--- config.mk ---
export PLATFORM = sky130hd
export DESIGN_NAME = wrlm_alu
export DESIGN_NICKNAME = d
export VERILOG_FILES = /design/src/rtl/wrlm_pkg.sv /design/src/rtl/wrlm_alu.sv
export SDC_FILE = /design/constraint.sdc
export NUM_CORES = 2
export LEC_CHECK = 0
export ABC_CLOCK_PERIOD_IN_PS = 5950
export BUFFER_PORTS_ARGS = -buffer_cell sky130_fd_sc_hd__buf_2
export CELL_PAD_IN_SITES_DETAIL_PLACEMENT = 2
export CELL_PAD_IN_SITES_GLOBAL_PLACEMENT = 2
export CORE_ASPECT_RATIO = 2
export CORE_MARGIN = 4
export CORE_UTILIZATION = 42
export DETAILED_ROUTE_END_ITERATION = 10
export PLACE_DENSITY_LB_ADDON = 0.1
export SETUP_SLACK_MARGIN = 0.3
export SKIP_CTS_REPAIR_TIMING = 1
export SLEW_MARGIN = 20
export SYNTH_ARGS = -nofsm -noshare
export SYNTH_HDL_FRONTEND = slang
export SYNTH_SLANG_ARGS = --single-unit
--- constraint.sdc ---
create_clock -name clk -period 5.95 [get_ports clk]
set_input_delay 0.2975 -clock clk [delete_from_list [all_inputs] [get_ports clk]]
set_output_delay 0.2975 -clock clk [all_outputs]
set_load 0.03 [all_outputs]
--- src/rtl/wrlm_pkg.sv ---
package wrlm_pkg;

    localparam int WINDOW_DEPTH = 64;
    localparam int ADDR_W       = $clog2(WINDOW_DEPTH);
    localparam int LEN_W        = $clog2(WINDOW_DEPTH + 1);
    localparam int DATA_W       = 48;
    localparam int ACC_W        = DATA_W + ADDR_W;
    localparam int LIMIT_W      = 32;
    localparam int WIN_W        = 7;
    localparam int CPU_LIMIT_W  = 7;
    localparam int MUL_A_W      = LIMIT_W + 1 + LEN_W;
    localparam int MUL_B_W      = (LEN_W > CPU_LIMIT_W + 1) ? LEN_W : CPU_LIMIT_W + 1;
    localparam int PROD_W       = MUL_A_W + MUL_B_W;
    localparam int CMP_W        = (ACC_W > PROD_W) ? ACC_W : PROD_W;
    localparam int CFG_IDX_W    = 3;

    localparam logic [LIMIT_W-1:0] POLL_RESET = LIMIT_W'(30 * 1000);

    localparam logic [CFG_IDX_W-1:0] REG_MEM_LIMIT   = CFG_IDX_W'(0);
    localparam logic [CFG_IDX_W-1:0] REG_MEM_WINDOW  = CFG_IDX_W'(1);
    localparam logic [CFG_IDX_W-1:0] REG_CPU_LIMIT   = CFG_IDX_W'(2);
    localparam logic [CFG_IDX_W-1:0] REG_CPU_WINDOW  = CFG_IDX_W'(3);
    localparam logic [CFG_IDX_W-1:0] REG_POLL        = CFG_IDX_W'(4);

    typedef enum logic [2:0] {
        ALU_NOP,
        ALU_CLR,
        ALU_ADD,
        ALU_LOAD,
        ALU_SUB,
        ALU_MUL,
        ALU_MULP
    } alu_op_t;

    typedef struct packed {
        logic              clear;
        logic              push;
        logic [ADDR_W-1:0] rd_addr;
    } ring_ctrl_t;

    function automatic logic [LEN_W-1:0] ring_len(input logic [WIN_W-1:0] win);
        logic [LEN_W-1:0] len;
        if (win < WIN_W'(2))
        begin
            len = LEN_W'(2);
        end
        else if (int'(win) > WINDOW_DEPTH)
        begin
            len = LEN_W'(WINDOW_DEPTH);
        end
        else
        begin
            len = LEN_W'(win);
        end
        return len;
    endfunction

endpackage

--- src/rtl/wrlm_alu.sv ---
module wrlm_alu (
    input  logic                          clk,
    input  wrlm_pkg::alu_op_t             op,
    input  logic [wrlm_pkg::DATA_W-1:0]   opa,
    input  logic [wrlm_pkg::MUL_B_W-1:0]  mulb,
    output logic                          ge
);
    import wrlm_pkg::*;

    logic [ACC_W-1:0]  acc_reg;
    logic [PROD_W-1:0] prod_reg;
    logic [DATA_W-1:0] diff;

    assign diff = opa - acc_reg[DATA_W-1:0];

    always_ff @(posedge clk)
    begin
        unique case (op)
            ALU_CLR:  acc_reg <= '0;
            ALU_ADD:  acc_reg <= acc_reg + ACC_W'(opa);
            ALU_LOAD: acc_reg <= ACC_W'(opa);
            ALU_SUB:  acc_reg <= ACC_W'(diff);
            ALU_MUL:  prod_reg <= {{MUL_B_W{1'b0}}, opa[MUL_A_W-1:0]}
                                  * {{MUL_A_W{1'b0}}, mulb};
            ALU_MULP: prod_reg <= {{MUL_B_W{1'b0}}, prod_reg[MUL_A_W-1:0]}
                                  * {{MUL_A_W{1'b0}}, mulb};
            default:  ;
        endcase
    end

    assign ge = (CMP_W'(acc_reg) >= CMP_W'(prod_reg));

endmodule

==> flow_results.org <==
** Synth
- In this run, distinct cell masters in the synthesized netlist total 98.
- Synthesis produced a netlist whose cell count is 3,700.
- Asr flop ratio synth :: 0%
- In the post-synthesis netlist, the cell with the most instances is and2_1.
- Sorting the synthesized cells by how often they occur yields and2_1, inv_1, fa_1.
- The number of nets in the synthesized netlist is 4,497.
- Area share of the leading cell type in the synthesized netlist :: 29.12%
- During synthesis, Yosys emitted a total of 0 warnings.
- The synthesized design contains 102 enable-type register cells.
- In the synthesized netlist the dominant register cell turns out to be edfxtp_1.
- In this run the mean area of a mapped cell was 8.510 um2.
- Synthesis inferred 102 register bits.
- By area the synthesized netlist is led by fa_1, ha_1, and2_1, edfxtp_1, inv_1.
- Share of the yosys chip area belonging to registers :: 9.728%
- Cell area after technology mapping :: 31,490 um2
- Area leader, netlist :: fa_1

** Route
- Detailed router's first-iteration violation count :: 1,376
- Using the TritonRoute via totals, the vias-per-cell ratio works out to 6.054.
- For this run, design rule violations remaining after detail routing come to 0.
- Length of the first detailed-routing pass in iterations :: 5
- The count of nets left with antenna violations once routing finished came out at 0.
- Routed length on met3 :: 3.592 mm
- The routed design has 132.4 mm of wire.
- Avg WL per Cell :: 28.20 um
- In the detailed route, the total length drawn on met2 is 73.95 mm.
- In the final routing, the length of wire on met1 measures 46.63 mm.
- Total vias in the final route :: 28,440
- Signal routing reaches up to met4.

** Floorplanning
- Floorplan core area :: 74,100 um2
- Standard-cell row count :: 141
- The floorplan step set the die height to 395.2 um.
- Starting density of the core :: 42.49%
- The die covers 79,680 um2.
- Io pins :: 61
- Die W :: 201.6 um

** Clock tree
- The cell sitting at the root of the clock tree is a clkbuf_16.
- Max Root-Sink Buffers :: 2
- # clock sinks :: 102
- Clock transition at the registers of the reported paths :: 90 ps
- TritonCTS built the clock tree.
- TritonCTS created 9 clock buffers.
- For the worst-skew pair, the clock arrives at the later sink with an insertion delay of 440 ps.
- The clock tree synthesis step divided the H-tree into 3 levels.

** GRT
- Largest net degree at the start of global routing :: 58
- GRT Util Overall :: 31.55%
- The initial antenna violation count is 2.
- Wire length of the first global-routing pass :: 195.6 mm
- The number of global-route vias before repair is 33,960.
- Global routing finished with a remaining overflow of 0.

** Final layout
- The register with the most flip-flops in the layout has 54 of them.
- In the final layout, the share of cells above drive strength 1 is 9.528%.
- Final net count :: 4,561
- Antenna diode instance count :: 0
- The area growth from synthesis to layout is 8.949%.

** Timing
- Min cycle time layout :: 5734 ps
- Setup violations remaining at the end of the flow were counted as 0.
- For the final routed database, the setup TNS stands at 0 ps.
- The worst pin sits at a relative slew slack of 33.45%.
- Post-route clock period utilization :: 96.37%
- Clock skew on the completed layout was measured at 14.60 ps.
- Setup repair after global routing missed its margin :: true
- The number of hold violations in the final report is 0.
- For the pin with the worst max-slew slack, the measured transition is 989.2 ps.
- Max Clk Rate :: 174.4 MHz
- Max-slew violations :: 0
- Across all hold checks on the routed design, the worst slack comes to 209.2 ps.

** Worst setup path
- Stage delay of the slowest cell on the critical path :: 590 ps
- The largest individual stage delay along the critical path comes from the cell fa_1.
- STA classifies the critical path startpoint as a register.
- Worst EP arrival :: 5860 ps
- In this run the worst path has a maximum fanout of 6.
- Crit path top cell by count :: fa_1
- Data on the critical path is required at its endpoint by 6080 ps.
- For flop-to-flop paths, the worst setup slack is 220 ps.
- The signal on the critical path passes through buf_4 > and2_1 > fa_1 > fa_1 > fa_1 > inv_1 > fa_1 > inv_1 > ha_4 > o21ai_0 > nor2_1 > o2111ai_1 > a21oi_2 > o21ai_2 > o311ai_2 > o211ai_1 > nor3_2 > mux2i_1 > a211oi_1.
- Worst Path Class, Setup :: reg -> reg
- STA classifies the critical path endpoint as a register.

** Placed design
- Input and output buffers added on the ports amount to 60.
- Summed over all nets, the half-perimeter wirelength after detailed placement is 103.9 mm.
- At the end of routability-driven placement, the weighted congestion stood at 0.9179.

** Run
- Across the run, the number of max-cap violations was 0.

** Hold path
- The worst hold path belongs to the class in -> reg.

** Run status
- Outcome :: completed
## cells by family (layout without fill, tap and decap cells)
| logic type | after synthesis | after routing | share of synthesized area, % |
|---|---|---|---|
| xor gates and xnor gates | 101 | 101 | 2.810 |
| DFF | 102 | 102 | 9.728 |
| adders and majority gates | 737 | 737 | 40.21 |
| muxes | 9 | 9 | 0.2901 |
| and+or+nand+nor | 1242 | 1242 | 20.67 |
| buffers and inverters | 687 | 755 | 8.305 |
| AOI/OAI and AO/OA | 822 | 822 | 17.99 |
## final timing paths
check / endpoint / depth (start not counted) / start
worst max-delay path: prod_reg[47] / 19 / prod_reg[3]
worst max register to register: prod_reg[47] / 19 / prod_reg[3]
worst min-delay path: acc_reg[42] / 2 / opa[42]
worst min register to register: acc_reg[53] / 2 / acc_reg[53]
## layer usage
layer  GRT usage (%)  up-vias
li1                -    12440
met3           1.952      366
met5               0        -
met1           32.45    14900
met4           16.56        0
met2           62.84      735
## cells in the final DEF, fill, tap and decap left out, types with 25 or more instances in the layout
cell      synthesis  final
a21o_1          106    106
a21oi_1         234    225
a221o_1          27     27
a31oi_1          27     25
and2_1          494    491
buf_2            16     56
buf_4             2    167
edfxtp_1        102    102
fa_1            458    454
ha_1            279    274
inv_1           490    489
nand2_1         318    316
nand3_1          46     44
nand4_1          26     26
nor2_1          180    178
nor2b_1          27     27
nor3_1           36     33
o211ai_1         38     38
o21ai_0          92     90
o21bai_1         37     37
o31ai_1          31     29
xnor2_1          63     59
xor2_1           38     37
## layout make-up
cell class,count,area (um2)
inverters,499,1873
multi-input cells,2911,26150
repair buffers,241,1799
clock inverters,6,30.03
clock buffers,9,225.2
fillers,8220,39790
well taps,929,1162
flip-flops and latches,102,3063
## critical path: cells and delay by family, from the launching register on
kind / cells / cell delay [ps]
fa+ha+maj: 5 / 2330
flops: 1 / 520
mux: 1 / 230
compound gates: 7 / 1440
buf+inv: 3 / 310
simple gates: 3 / 590
## per-stage QoR
| step | instance area, um2 | util (%) | setup slack, ps | instances |
|---|---|---|---|---|
| final | 34300 | 46.30 | 216.2 | 4697 |
| after CTS | 33650 | 45.41 | -54.15 | 4660 |
| after detailed placement | 33390 | 45.07 | -350.7 | 4645 |
| after global placement | 33390 | 45.07 | -268.8 | 4645 |
| after floorplan | 31490 | - | 566.2 | 3700 |
| after global routing | 34300 | 46.30 | 53.62 | 4697 |
Power is left out: the tool's default activity adds up to more than one toggle a clock period on the data nets, which glitch-free logic cannot reach.
