**src/rtl/wrlm_pkg.sv**
```systemverilog
package wrlm_pkg;

    localparam int WINDOW_DEPTH = 64;
    localparam int ADDR_W       = $clog2(WINDOW_DEPTH);
    localparam int LEN_W        = $clog2(WINDOW_DEPTH + 1);
    localparam int DATA_W       = 48;
    localparam int ACC_W        = DATA_W + ADDR_W;
    localparam int LIMIT_W      = 32;
    localparam int WIN_W        = 7;
    localparam int CPU_LIMIT_W  = 7;
    localparam int MUL_A_W      = LIMIT_W + 1 + LEN_W;
    localparam int MUL_B_W      = (LEN_W > CPU_LIMIT_W + 1) ? LEN_W : CPU_LIMIT_W + 1;
    localparam int PROD_W       = MUL_A_W + MUL_B_W;
    localparam int CMP_W        = (ACC_W > PROD_W) ? ACC_W : PROD_W;
    localparam int CFG_IDX_W    = 3;

    localparam logic [LIMIT_W-1:0] POLL_RESET = LIMIT_W'(30 * 1000);

    localparam logic [CFG_IDX_W-1:0] REG_MEM_LIMIT   = CFG_IDX_W'(0);
    localparam logic [CFG_IDX_W-1:0] REG_MEM_WINDOW  = CFG_IDX_W'(1);
    localparam logic [CFG_IDX_W-1:0] REG_CPU_LIMIT   = CFG_IDX_W'(2);
    localparam logic [CFG_IDX_W-1:0] REG_CPU_WINDOW  = CFG_IDX_W'(3);
    localparam logic [CFG_IDX_W-1:0] REG_POLL        = CFG_IDX_W'(4);

    typedef enum logic [2:0] {
        ALU_NOP,
        ALU_CLR,
        ALU_ADD,
        ALU_LOAD,
        ALU_SUB,
        ALU_MUL,
        ALU_MULP
    } alu_op_t;

    typedef struct packed {
        logic              clear;
        logic              push;
        logic [ADDR_W-1:0] rd_addr;
    } ring_ctrl_t;

    function automatic logic [LEN_W-1:0] ring_len(input logic [WIN_W-1:0] win);
        logic [LEN_W-1:0] len;
        if (win < WIN_W'(2))
        begin
            len = LEN_W'(2);
        end
        else if (int'(win) > WINDOW_DEPTH)
        begin
            len = LEN_W'(WINDOW_DEPTH);
        end
        else
        begin
            len = LEN_W'(win);
        end
        return len;
    endfunction

endpackage

```
**src/rtl/wrlm_ring.sv**
```systemverilog
module wrlm_ring (
    input  logic                         clk,
    input  logic                         rst_n,
    input  wrlm_pkg::ring_ctrl_t         ctrl,
    input  logic [wrlm_pkg::LEN_W-1:0]   len,
    input  logic [wrlm_pkg::DATA_W-1:0]  wr_data,
    output logic [wrlm_pkg::DATA_W-1:0]  rd_data,
    output logic [wrlm_pkg::ADDR_W-1:0]  slot,
    output logic                         filled
);
    import wrlm_pkg::*;

    logic [DATA_W-1:0]       ram [WINDOW_DEPTH];
    logic [WINDOW_DEPTH-1:0] valid_reg;
    logic [ADDR_W-1:0]       slot_reg;
    logic                    filled_reg;
    logic [DATA_W-1:0]       rd_data_reg;
    logic                    rd_valid_reg;

    logic [ADDR_W-1:0]       wr_slot;
    logic [LEN_W-1:0]        inc;
    logic                    wrap;
    logic [ADDR_W-1:0]       slot_adv;

    always_comb
    begin
        wr_slot  = (LEN_W'(slot_reg) >= len) ? '0 : slot_reg;
        inc      = LEN_W'(wr_slot) + LEN_W'(1);
        wrap     = (inc >= len);
        slot_adv = wrap ? '0 : inc[ADDR_W-1:0];
    end

    always_ff @(posedge clk or negedge rst_n)
    begin
        if (!rst_n)
        begin
            valid_reg    <= '0;
            slot_reg     <= '0;
            filled_reg   <= 1'b0;
            rd_valid_reg <= 1'b0;
        end
        else
        begin
            rd_valid_reg <= valid_reg[ctrl.rd_addr];
            if (ctrl.clear)
            begin
                valid_reg  <= '0;
                slot_reg   <= '0;
                filled_reg <= 1'b0;
            end
            else if (ctrl.push)
            begin
                valid_reg[wr_slot] <= 1'b1;
                slot_reg           <= slot_adv;
                filled_reg         <= filled_reg | wrap;
            end
        end
    end

    always_ff @(posedge clk)
    begin
        if (ctrl.push)
        begin
            ram[wr_slot] <= wr_data;
        end
        rd_data_reg <= ram[ctrl.rd_addr];
    end

    assign rd_data = rd_valid_reg ? rd_data_reg : '0;
    assign slot    = slot_reg;
    assign filled  = filled_reg;

endmodule

```
**config.mk**
```make
export PLATFORM = sky130hd
export DESIGN_NAME = wrlm_ring
export DESIGN_NICKNAME = d
export VERILOG_FILES = /design/src/rtl/wrlm_pkg.sv /design/src/rtl/wrlm_ring.sv
export SDC_FILE = /design/constraint.sdc
export NUM_CORES = 2
export LEC_CHECK = 0
export ABC_CLOCK_PERIOD_IN_PS = 9650
export BUFFER_PORTS_ARGS = -buffer_cell sky130_fd_sc_hd__buf_2
export CORE_MARGIN = 3
export CORE_UTILIZATION = 40
export CTS_CLUSTER_SIZE = 25
export DETAILED_ROUTE_END_ITERATION = 8
export PLACE_DENSITY_LB_ADDON = 0.15
export SLEW_MARGIN = 20
export SYNTH_ARGS = -nofsm -noshare
export SYNTH_HDL_FRONTEND = slang
export SYNTH_SLANG_ARGS = --single-unit
```
**constraint.sdc**
```tcl
create_clock -name clk -period 9.65 [get_ports clk]
set_clock_uncertainty 0.1 [all_clocks]
set_input_delay 1.4475 -clock clk [delete_from_list [all_inputs] [get_ports clk]]
set_output_delay 1.4475 -clock clk [all_outputs]
set_load 0.1 [all_outputs]
```
==> results.md <==
* DRC at 0
* Clock power share at 43.5%
* PwrDens at 214.7 nW/um2
* Fill cells at 25,260
* Top cells by area, synth: edfxtp_1, mux4_2, dfrtp_1
* Largest register FFs at 3,072
* Most frequent cell after synthesis: edfxtp_1
* Largest net degree at the start of global routing at 110
* Wirelength per Cell at 35.69 um
* Worst setup SP type: flop
* Combinational share of power at 5.4%
* Site Rows at 202
* Post-CTS Setup Inserts at 0
* WL final at 357.9 mm
* H-tree lvl count at 5
* Distinct cells, synth at 57
* Via density at 5.886
* DIE AREA at 311,900 um2
* Post-synthesis register bit count at 3,192
* Static Leak at 43.97 nW
* Yosys top cell by area: edfxtp_1
* Final worst-path cycle share at 52.61%
* Max-Cap Viols at 0
* Worst slew pin tran at 1.155 ns
* IO buf count at 119
* Post-CTS resize count at 0
* Die width at 558.5 um
* Number of I/O pins at 120
* Critical path required time at 10.40 ns
* Sequential share of power at 51.1%
* CTS tree: yes
* Gp weighted congestion at 0.7886
* Synth Instances at 5,413
* ANT nets after route at 0
* Number of synthesized flops with an enable pin at 3,072
* Vias in the first global route at 59,780
* Via count at 59,020
* VDD IR max at 0.1699 mV
* Switch Pwr at 6.702 mW
* CTS sink count at 3,192
* Final Hold Fails at 0
* Pins Over Slew Limit at 0
* Synth-to-Final Area Change at 14.36%
* Syn avg cell area at 22.56 um2
* Switching Fraction at 22.35%
* Cell-internal power at 23.28 mW
* Hold Buf Count CTS at 0
* Kind of critical path: reg2reg
* Synthesized area at 122,100 um2
* Status: completed
* Area fraction of the dominant cell type after synthesis at 75.55%
* GRT overflow at 0
* Reg2reg setup slack at 4.57 ns
* Die height at 558.5 um
* Peak Freq at 197.0 MHz
* Pre-CTS setup slack at 3.935 ns
* Post-route setup slack at 4.573 ns
* Worst-path clk slew at 0.06 ns
* WHS at 0.3868 ns
* Relative slew slack at 23.00%
* Synthesized Nets at 5,492
* DRT iter0 DRCs at 7,127
* Setup-failing EPs final at 0
* Drt first pass iters at 6
* Setup TNS at 0 ns
* Design area at 139,600 um2
* Hold Path Class: reg2reg
* Hpwl dp at 204.7 mm
* Synth cell count leaders: edfxtp_1, mux4_2, nor2_1, a21oi_1, clkbuf_1
* Worst Path Max Fanout at 12
* Worst-Skew Late Latency at 0.94 ns
* Max clock buf depth at 4
* GRT Overall Usage at 22.87%
* CP Capture Type: flop
* Antenna violations before repair at 25
* Initial Util at 40.26%
* Ys flop type: edfxtp_1
* Global-route wire length before repair at 497.7 mm
* RSZ-0062 raised after global routing: false
* CTS buffer count at 342
* Share of cells above drive strength 1 at 29.02%
* Yosys warns at 0
* Register area share after synthesis at 77.81%
* Post-synth ARST share at 2.256%
* Post-Place Cell Area at 128,400 um2
* Core Box Area at 303,300 um2
* WP data arrival at 5.83 ns
* Layout Nets at 5,838
* Root Buffer: clkbuf_16
* Final min period at 5.077 ns
==> kinds of logic after synthesis <==
logic type / Yosys count / share of synthesized area [%]
flops: 3192 / 77.81
xor+xnor: 4 / 0.02870
fa+ha+maj: 14 / 0.1435
simple gates: 516 / 1.955
buf+inv: 317 / 1.287
mux: 970 / 16.69
compound gates: 400 / 2.078
==> worst max-delay path, cell delays in order (launching register included) <==
cell and delay (ns):
dfrtp_1 0.66, inv_1 0.26, ha_1 0.33, nand2b_1 0.11, a21oi_1 0.08, o211ai_1 0.56, nand2_1 0.48, nand2_1 0.28
inv_1 0.10, ha_1 0.28, nand3_1 0.12, xor2_1 0.16, nor2_1 0.09, ha_1 0.21, or4_1 0.52, a21oi_1 0.20
or3_1 0.26, o221a_2 0.22
==> cells in the final DEF, fill, tap and decap left out, types with 14 or more instances in the layout <==
cell type  instances
edfxtp_1        3072
mux4_2           851
clkbuf_16        346
buf_4            181
a21oi_1          150
nor2_1           141
nand2_1          113
buf_2            100
mux2i_1           97
clkbuf_1          83
and2_1            82
dfrtp_1           71
nor2_4            61
clkinv_1          61
a211oi_1          54
clkinv_2          50
o22ai_1           49
dfxtp_1           48
nand3_1           31
nor2b_1           31
clkbuf_8          29
a22oi_1           28
o21ai_0           24
a31oi_1           24
bufinv_16         24
mux2_2            22
buf_12            17
o221ai_1          15
ha_1              14
==> power groups by stage <==
stage | logic [mW] | clock network [mW] | registers [mW]
2_1_floorplan | 0.894 | 0 | 15.6
3_3_place_gp | 1.65 | 0 | 15.6
3_5_place_dp | 1.66 | 0 | 15.6
4_1_cts | 1.67 | 13.3 | 15.3
5_1_grt | 1.71 | 13.9 | 15.3
6_report | 1.63 | 13.0 | 15.3
==> through the flow <==
stage / total power [mW] / std cells / util (%)
6_report: 29.98 / 10030 / 46.04
5_1_grt: 30.87 / 10020 / 46.04
4_1_cts: 30.28 / 10020 / 46.03
3_5_place_dp: 17.27 / 9393 / 42.35
3_3_place_gp: 17.26 / 9386 / 42.29
2_1_floorplan: 16.46 / 5413 / -
==> path summary, 6_finish.rpt <==
| path | from | endpoint | cells after the start |
|---|---|---|---|
| max in group asynchronous | rst_n | rd_valid_reg$_DFF_PN0_ | 2 |
| min in group asynchronous | rst_n | valid_reg[15]$_DFFE_PN0P_ | 2 |
| worst min-delay path | valid_reg[4]$_DFFE_PN0P_ | valid_reg[4]$_DFFE_PN0P_ | 1 |
| worst max register to register | slot[0]$_DFFE_PN0P_ | slot[2]$_DFFE_PN0P_ | 17 |
| worst max-delay path | slot[0]$_DFFE_PN0P_ | slot[2]$_DFFE_PN0P_ | 17 |
| worst min register to register | valid_reg[4]$_DFFE_PN0P_ | valid_reg[4]$_DFFE_PN0P_ | 1 |
==> area by class of cell <==
class	count	area (um2)	share of cell area [%]
sequential	3192	95010	68.05
multi-input combinational	1904	26060	18.67
clock buffer	458	9369	6.710
tap	3978	4977	3.564
timing repair buffer	305	2322	1.663
clock inverter	172	1818	1.302
inverter	14	57.56	0.04122
antenna	5	12.51	0.008961
==> layer usage <==
layer / up-vias / GRT usage, % / part of all wire, %
met5: - / 0 / 0
met4: 0 / 5.840 / 2.8
met3: 451 / 2.892 / 5.8
met2: 2257 / 37.91 / 50
met1: 32730 / 32.27 / 42
li1: 23580 / - / -
Power figures use the tool's default switching activity.
